### src/sv/bse_pkg.sv
// Package: widths, constants, sequencer states and fixed-point helpers for the Burning Ship core.
package bse_pkg;

	localparam int COORD_W = 32;
	localparam int ITER_W  = 12;
	localparam int FRAC_W  = COORD_W - 4;
	localparam int PROD_W  = 2 * COORD_W;
	localparam int SQ_W    = PROD_W - FRAC_W;
	localparam int SUM_W   = SQ_W + 3;

	localparam logic [ITER_W-1:0] ITER_RESET = ITER_W'(256);
	localparam logic [SQ_W:0]     ESC_BOUND  = (SQ_W+1)'(4) << FRAC_W;

	localparam logic signed [COORD_W-1:0] COORD_MAX = {1'b0, {(COORD_W-1){1'b1}}};
	localparam logic signed [COORD_W-1:0] COORD_MIN = {1'b1, {(COORD_W-1){1'b0}}};

	typedef enum logic [3:0] {
		ST_IDLE,
		ST_MUL_RR,
		ST_MUL_II,
		ST_MUL_RI,
		ST_UPDATE,
		ST_MUL_MR,
		ST_MUL_MI,
		ST_CHECK,
		ST_FINISH
	} state_t;

	// |v| as unsigned; the most negative value gives 2^(COORD_W-1)
	function automatic logic [COORD_W-1:0] mag(input logic signed [COORD_W-1:0] v);
		mag = v[COORD_W-1] ? COORD_W'(-v) : COORD_W'(v);
	endfunction

	// |v| clamped to the largest positive value
	function automatic logic [COORD_W-1:0] sat_abs(input logic signed [COORD_W-1:0] v);
		sat_abs = (v == COORD_MIN) ? COORD_W'(COORD_MAX) : mag(v);
	endfunction

	function automatic logic signed [COORD_W-1:0] sat_coord(input logic signed [SUM_W-1:0] v);
		logic [SUM_W-COORD_W:0] top;
		top = v[SUM_W-1:COORD_W-1];
		if ((&top) || !(|top)) begin
			sat_coord = v[COORD_W-1:0];
		end else begin
			sat_coord = v[SUM_W-1] ? COORD_MIN : COORD_MAX;
		end
	endfunction

endpackage

### src/sv/bse_point_if.sv
// Interface: input channel carrying one complex point word.
interface bse_point_if;
	logic                               valid;
	logic                               ready;
	logic signed [bse_pkg::COORD_W-1:0] point_real;
	logic signed [bse_pkg::COORD_W-1:0] point_imag;

	modport source(output valid, point_real, point_imag, input ready);
	modport sink(input valid, point_real, point_imag, output ready);
endinterface

### src/sv/bse_count_if.sv
// Interface: output channel carrying one iteration count word.
interface bse_count_if;
	logic                        valid;
	logic                        ready;
	logic [bse_pkg::ITER_W-1:0]  iteration_count;

	modport source(output valid, iteration_count, input ready);
	modport sink(input valid, iteration_count, output ready);
endinterface

### src/sv/burning_ship_escape_time.sv
// Burning Ship escape-time core: one shared 32x32 multiplier stepped by a small sequencer.
// Each point word is taken only while the core is idle. One iteration consists of five
// multiplies through the single shared multiplier, one add/saturate step and the escape
// compare, repeated until the point escapes or reaches the limit, which is 256 after reset.
// The result sits in an output register, so the next point can be accepted while a
// count is still waiting to be taken; a point that finishes while that count is still
// unread holds in its last cycle until the count is taken. A limit of zero returns 0
// without iterating.
module burning_ship_escape_time (
	input  logic                        clk,
	input  logic                        arst_n,
	input  logic                        cfg_we,
	input  logic [bse_pkg::ITER_W-1:0]  cfg_wdata,
	bse_point_if.sink                   point,
	bse_count_if.source                 result
);

	bse_pkg::state_t state_q, state_d;

	logic [bse_pkg::ITER_W-1:0]         limit_q;
	logic [bse_pkg::ITER_W-1:0]         count_q;
	logic signed [bse_pkg::COORD_W-1:0] cr_q, ci_q, zr_q, zi_q;
	logic [bse_pkg::PROD_W-1:0]         prod_q;
	logic [bse_pkg::SQ_W-1:0]           rr_q, ii_q, mm_q;
	logic                               ovalid_q;
	logic [bse_pkg::ITER_W-1:0]         ocount_q;

	logic [bse_pkg::COORD_W-1:0]        op_a, op_b;
	logic [bse_pkg::SQ_W-1:0]           prod_sh;
	logic [bse_pkg::ITER_W-1:0]         count_inc;
	logic signed [bse_pkg::SUM_W-1:0]   sum_r, sum_i;
	logic [bse_pkg::SQ_W:0]             mag_sum;
	logic                               escape;
	logic                               accept;
	logic                               out_free;

	assign prod_sh   = prod_q[bse_pkg::PROD_W-1:bse_pkg::FRAC_W];
	assign count_inc = count_q + 1'b1;
	assign sum_r     = $signed({3'b000, rr_q}) - $signed({3'b000, ii_q})
		+ bse_pkg::SUM_W'(cr_q);
	assign sum_i     = $signed({2'b00, prod_sh, 1'b0}) + bse_pkg::SUM_W'(ci_q);
	assign mag_sum   = {1'b0, mm_q} + {1'b0, prod_sh};
	assign escape    = mag_sum > bse_pkg::ESC_BOUND;
	assign out_free  = !ovalid_q || result.ready;

	assign point.ready            = (state_q == bse_pkg::ST_IDLE);
	assign accept                 = point.valid && point.ready;
	assign result.valid           = ovalid_q;
	assign result.iteration_count = ocount_q;

	// shared multiplier operand select
	always_comb begin
		op_a = '0;
		op_b = '0;
		unique case (state_q)
			bse_pkg::ST_MUL_RR: begin
				op_a = bse_pkg::sat_abs(zr_q);
				op_b = bse_pkg::sat_abs(zr_q);
			end
			bse_pkg::ST_MUL_II: begin
				op_a = bse_pkg::sat_abs(zi_q);
				op_b = bse_pkg::sat_abs(zi_q);
			end
			bse_pkg::ST_MUL_RI: begin
				op_a = bse_pkg::sat_abs(zr_q);
				op_b = bse_pkg::sat_abs(zi_q);
			end
			bse_pkg::ST_MUL_MR: begin
				op_a = bse_pkg::mag(zr_q);
				op_b = bse_pkg::mag(zr_q);
			end
			bse_pkg::ST_MUL_MI: begin
				op_a = bse_pkg::mag(zi_q);
				op_b = bse_pkg::mag(zi_q);
			end
			default: begin
				op_a = '0;
				op_b = '0;
			end
		endcase
	end

	always_comb begin
		state_d = state_q;
		unique case (state_q)
			bse_pkg::ST_IDLE: begin
				if (accept) begin
					state_d = (limit_q == '0) ? bse_pkg::ST_FINISH : bse_pkg::ST_MUL_RR;
				end
			end
			bse_pkg::ST_MUL_RR: state_d = bse_pkg::ST_MUL_II;
			bse_pkg::ST_MUL_II: state_d = bse_pkg::ST_MUL_RI;
			bse_pkg::ST_MUL_RI: state_d = bse_pkg::ST_UPDATE;
			bse_pkg::ST_UPDATE: state_d = bse_pkg::ST_MUL_MR;
			bse_pkg::ST_MUL_MR: state_d = bse_pkg::ST_MUL_MI;
			bse_pkg::ST_MUL_MI: state_d = bse_pkg::ST_CHECK;
			bse_pkg::ST_CHECK: begin
				if (escape || count_inc == limit_q) begin
					state_d = bse_pkg::ST_FINISH;
				end else begin
					state_d = bse_pkg::ST_MUL_RR;
				end
			end
			bse_pkg::ST_FINISH: begin
				if (out_free) begin
					state_d = bse_pkg::ST_IDLE;
				end
			end
			default: state_d = bse_pkg::ST_IDLE;
		endcase
	end

	always_ff @(posedge clk or negedge arst_n) begin
		if (!arst_n) begin
			state_q  <= bse_pkg::ST_IDLE;
			limit_q  <= bse_pkg::ITER_RESET;
			ovalid_q <= 1'b0;
			count_q  <= '0;
		end else begin
			state_q <= state_d;
			if (cfg_we) begin
				limit_q <= cfg_wdata;
			end
			if (accept) begin
				count_q <= '0;
			end else if (state_q == bse_pkg::ST_CHECK && !escape) begin
				count_q <= count_inc;
			end
			if (state_q == bse_pkg::ST_FINISH && out_free) begin
				ovalid_q <= 1'b1;
			end else if (result.ready) begin
				ovalid_q <= 1'b0;
			end
		end
	end

	// datapath, no reset
	always_ff @(posedge clk) begin
		prod_q <= bse_pkg::PROD_W'(op_a) * bse_pkg::PROD_W'(op_b);
		if (accept) begin
			cr_q <= point.point_real;
			ci_q <= point.point_imag;
			zr_q <= '0;
			zi_q <= '0;
		end
		if (state_q == bse_pkg::ST_MUL_II) begin
			rr_q <= prod_sh;
		end
		if (state_q == bse_pkg::ST_MUL_RI) begin
			ii_q <= prod_sh;
		end
		if (state_q == bse_pkg::ST_UPDATE) begin
			zr_q <= bse_pkg::sat_coord(sum_r);
			zi_q <= bse_pkg::sat_coord(sum_i);
		end
		if (state_q == bse_pkg::ST_MUL_MI) begin
			mm_q <= prod_sh;
		end
		if (state_q == bse_pkg::ST_FINISH && out_free) begin
			ocount_q <= count_q;
		end
	end

	a_busy_after_accept: assert property (@(posedge clk) disable iff (!arst_n)
		accept |=> state_q != bse_pkg::ST_IDLE)
		else $error("core idle right after taking a point");

	a_count_below_limit: assert property (@(posedge clk) disable iff (!arst_n)
		state_q == bse_pkg::ST_MUL_RR |-> count_q < limit_q)
		else $error("iteration started at or past the limit");

	a_check_exit: assert property (@(posedge clk) disable iff (!arst_n)
		state_q == bse_pkg::ST_CHECK |=>
			state_q == bse_pkg::ST_MUL_RR || state_q == bse_pkg::ST_FINISH)
		else $error("bad exit from escape check");

	a_result_held: assert property (@(posedge clk) disable iff (!arst_n)
		ovalid_q && !result.ready |=> ovalid_q && $stable(ocount_q))
		else $error("pending count dropped or changed");

	a_finish_count: assert property (@(posedge clk) disable iff (!arst_n)
		state_q == bse_pkg::ST_FINISH |-> count_q <= limit_q)
		else $error("count exceeds limit");

endmodule
### src/flat_wrapper.sv
// flat-port wrapper written by rule: the top's interface ports become plain ports
module burning_ship_escape_time_flat 
  (clk, arst_n, cfg_we, cfg_wdata, point_valid, point_point_real, point_point_imag, point_ready, result_valid, result_iteration_count, result_ready);
  bse_point_if point_i ();
  bse_count_if result_i ();
  input  logic clk;
  input  logic arst_n;
  input  logic cfg_we;
  input  logic [bse_pkg::ITER_W-1:0] cfg_wdata;
  input wire logic [$bits(point_i.valid)-1:0] point_valid;
  input wire logic [$bits(point_i.point_real)-1:0] point_point_real;
  input wire logic [$bits(point_i.point_imag)-1:0] point_point_imag;
  output wire logic [$bits(point_i.ready)-1:0] point_ready;
  output wire logic [$bits(result_i.valid)-1:0] result_valid;
  output wire logic [$bits(result_i.iteration_count)-1:0] result_iteration_count;
  input wire logic [$bits(result_i.ready)-1:0] result_ready;
  assign point_i.valid = point_valid;
  assign point_i.point_real = point_point_real;
  assign point_i.point_imag = point_point_imag;
  assign point_ready = point_i.ready;
  assign result_valid = result_i.valid;
  assign result_iteration_count = result_i.iteration_count;
  assign result_i.ready = result_ready;
  burning_ship_escape_time u_core (.clk(clk), .arst_n(arst_n), .cfg_we(cfg_we), .cfg_wdata(cfg_wdata), .point(point_i), .result(result_i));
endmodule
### config.mk
export PLATFORM = sky130hd
export DESIGN_NAME = burning_ship_escape_time_flat
export DESIGN_NICKNAME = d
export VERILOG_FILES = /design/src/sv/bse_pkg.sv /design/src/sv/bse_point_if.sv /design/src/sv/bse_count_if.sv /design/src/sv/burning_ship_escape_time.sv /design/src/flat_wrapper.sv
export SDC_FILE = /design/constraint.sdc
export NUM_CORES = 2
export LEC_CHECK = 0
export ABC_AREA = 1
export BUFFER_PORTS_ARGS = -buffer_cell sky130_fd_sc_hd__buf_2
export CAP_MARGIN = 5
export CORE_AREA = 4 4 390 392
export CTS_CLUSTER_SIZE = 28
export DETAILED_ROUTE_END_ITERATION = 8
export DIE_AREA = 0 0 394 396
export GPL_TIMING_DRIVEN = 1
export SLEW_MARGIN = 40
export SYNTH_ARGS = -nofsm -noshare
export SYNTH_HDL_FRONTEND = slang
export SYNTH_SLANG_ARGS = --single-unit
### constraint.sdc
create_clock -name clk -period 9.7 [get_ports clk]
set_input_delay 0.485 -clock clk [delete_from_list [all_inputs] [get_ports clk]]
set_output_delay 0.485 -clock clk [all_outputs]
set_load 0.05 [all_outputs]
==> results.py <==
metrics = {
    "clock_tree": {
        "cts-root-buf": "clkbuf_16",
        "clk_pin_slew_worst_paths_ns": 0.06,
        "cts_max_path_buffers": 3,
        "clkLatencyLatePin_ns": 0.57,
        "htree_levels": 2,
        "cts_tree": "yes",
        "clkSinkCount": 313,
        "cts_buffers": 36,
    },
    "flow_run": {
        "drv_cap": 0,
    },
    "worst_setup_path": {
        "worstPathArrival_ns": 9.88,
        "r2r_slack_ns": 0.26,
        "crit_buf_inv": 11,
        "crit_path_end_kind": "flip-flop",
        "critPathSlowestCell": "clkinv_1",
        "critPathRequiredTime_ns": 10.14,
        "cp_num_cells": 35,
        "path_max_fanout": 10,
        "crit_family": "adder cells",
        "critPathLaunchType": "flip-flop",
        "cp_slowest_stage_delay_ns": 0.60,
        "r2r_cells": 35,
        "crit_type": "reg2reg",
    },
    "logic_synthesis": {
        "async_flop_share_pct": 9.265,
        "synth_cell_types": 66,
        "yosysSeqAreaShare_pct": 15.85,
        "ys.flop_type": "edfxtp_1",
        "synth-seq-cells": 313,
        "synth_top_area_share_pct": 32.07,
        "yosys.area.top_type": "fa_1",
        "avgSynthCellArea_um2": 7.877,
        "syn_inst": 7124,
        "synthTopCellsByArea": "fa_1 32%, edfxtp_1 13%, inv_1 10%, nand2_1 9.9%, ha_1 9.1%",
        "synth_nets": 8513,
        "synth_area_um2": 56110,
        "synth_edf_count": 248,
        "yosys_warnings": 0,
    },
    "sta": {
        "rsz0062_at_grt": "false",
        "hold_viol_final": 0,
        "maxSlewViolCount": 0,
        "tightest_slew_ns": 0.8136,
        "post-route-min-period_ns": 9.438,
        "max_clock_freq_ghz": 0.1060,
        "fin_setup_tns_ns": 0,
        "relSlewSlack_pct": 45.43,
        "period_share_pct": 97.30,
        "setup_viol": 0,
        "finalClockSkew_ns": 0.03243,
    },
    "routing": {
        "drt_iter0_markers": 4340,
        "ant_nets": 0,
        "wirelength_um": 197500,
        "num_vias": 48270,
        "met3WireLength_um": 16110,
        "wl_per_cell_um": 21.47,
        "drc": 0,
        "met2_wirelength_um": 87560,
        "wl_met1_um": 83530,
        "dr.pass1.iters": 7,
        "top_layer_used": "met4",
        "vias_per_cell": 5.247,
    },
    "outcome": {
        "status": "complete, no violations",
    },
    "global_route": {
        "grt_pass1_vias": 49080,
        "grt_pass1_wl_um": 300800,
        "grt_max_degree": 66,
        "antenna_found_initial": 2,
        "grt_usage_pct": 25.29,
        "grt-ovfl-total": 0,
    },
    "cells_and_area": {
        "drive_above_1_share_pct": 6.767,
        "areaGrowthSynthToFinish_pct": 8.533,
        "antenna_cells": 0,
        "fin_nets": 8617,
    },
    "min_path": {
        "hold_class": "in2reg",
        "min_path_cells": 1,
    },
    "die": {
        "io_pins": 95,
        "coreArea_um2": 148900,
        "die_h_um": 396,
        "row_count": 142,
        "die_area_um2": 156000,
        "initial_core_util_pct": 37.69,
        "die_x_um": 394,
    },
    "placed_design": {
        "io_buffers": 94,
        "dp_hpwl_um": 164100,
        "gp_congestion": 1.032,
    },
}
logic make-up (layout without fill, tap and decap cells):
kind of cell,count (synthesis),after routing,share of synthesized area (%)
AO/OA/AOI/OAI,757,757,7.510
adder cells (fa/ha/maj),1308,1308,41.19
flip-flops,313,313,15.85
buffers and inverters,1759,1891,12.13
AND/OR/NAND/NOR,2793,2793,20.29
XOR/XNOR,194,194,3.028
cell type report:
cell class,instances,area [um^2]
fill,15400,87990
multi-input combinational,5052,40590
sequential,313,8895
inverter,1551,5847
tap,1944,2432
timing repair buffer,274,1911
clock buffer,43,999.7
clock inverter,23,224.0
worst paths after layout:
check,from,end
worst min register to register,u_core.count_q[11],u_core.result.iteration_count[11]
worst min-delay path,point_point_imag[8],u_core.ci_q[8]
max in group asynchronous,arst_n,u_core.count_q[10]
worst max-delay path,u_core.zr_q[0],u_core.prod_q[43]
worst max register to register,u_core.zr_q[0],u_core.prod_q[43]
min in group asynchronous,arst_n,u_core.state_q[1]
per-stage QoR:
| stage | cell area (um^2) | util (%) | instances | hold WS, ns | setup WS, ns |
|---|---|---|---|---|---|
| floorplan | 56110 | - | 7124 | 0.1894 | 0.8363 |
| global placement | 59390 | 39.89 | 9125 | 0.4886 | 0.09944 |
| detailed placement | 59430 | 39.91 | 9126 | 0.4884 | 0.1589 |
| CTS | 60660 | 40.74 | 9193 | 0.06262 | 0.1027 |
| global route | 60900 | 40.90 | 9200 | 0.07100 | 0.002665 |
| finish | 60900 | 40.90 | 9200 | 0.09435 | 0.2618 |
flip-flops by register name (all words and copies together) (netlist names), 32 cells and up:
signal         cells
u_core.ii_q       36
u_core.mm_q       36
u_core.prod_q     36
u_core.rr_q       36
u_core.ci_q       32
u_core.cr_q       32
u_core.zi_q       32
u_core.zr_q       32
placed cells by master (no fill, tap or decap), types with 10 or more instances in the layout:
master / instances
a21o_1: 18
a21oi_1: 359
a31oi_1: 44
buf_2: 94
buf_4: 170
clkbuf_16: 38
clkinv_1: 12
dfrtp_1: 28
dfxtp_1: 36
edfxtp_1: 248
fa_1: 899
ha_1: 409
inv_1: 1504
inv_2: 31
nand2_1: 1473
nand3_1: 176
nand3_2: 17
nand3b_1: 15
nand4_1: 50
nor2_1: 899
nor2_2: 31
nor2_4: 11
nor3_1: 48
nor3_2: 16
nor4_1: 20
o21a_1: 22
o21ai_0: 186
o21ai_1: 28
o21bai_1: 20
o221ai_1: 10
o22ai_1: 20
or2_2: 11
xnor2_1: 50
xor2_1: 143
routing by layer:
| metal | GRT usage [%] | vias to the layer above |
|---|---|---|
| met5 | 0 | - |
| met4 | 10.47 | 0 |
| met3 | 4.469 | 382 |
| met2 | 40.17 | 1891 |
| met1 | 34.20 | 24030 |
| li1 | - | 21970 |
synth_stat cells, drive strengths merged, types with 28 or more instances:
library cell	number
inv	1543
nand2	1480
nor2	941
fa	899
ha	409
a21oi	363
edfxtp	248
o21ai	219
nand3	196
xor2	144
clkbuf	108
buf	100
nor3	66
nand4	51
xnor2	50
a31oi	45
dfxtp	36
dfrtp	28
worst register-to-register path, delay by kind of cell, from the launching register on:
family | cells | cell delay, ns
and+or+nand+nor | 6 | 0.85
DFF | 1 | 0.38
xor gates and xnor gates | 2 | 0.64
buffers and inverters | 11 | 1.64
adders and majority gates | 10 | 4.44
AOI/OAI and AO/OA | 6 | 1.34
what timing repair did:
item | CTS | global route
setup endpoints to repair | 0 | 33
hold buffers | 1 | 0
hold endpoints to repair | 28 | 0
buffers inserted | 0 | 6
resized for setup | 0 | 44
Power is left out: the tool's default activity adds up to more than one toggle a clock period on the data nets, which glitch-free logic cannot reach.
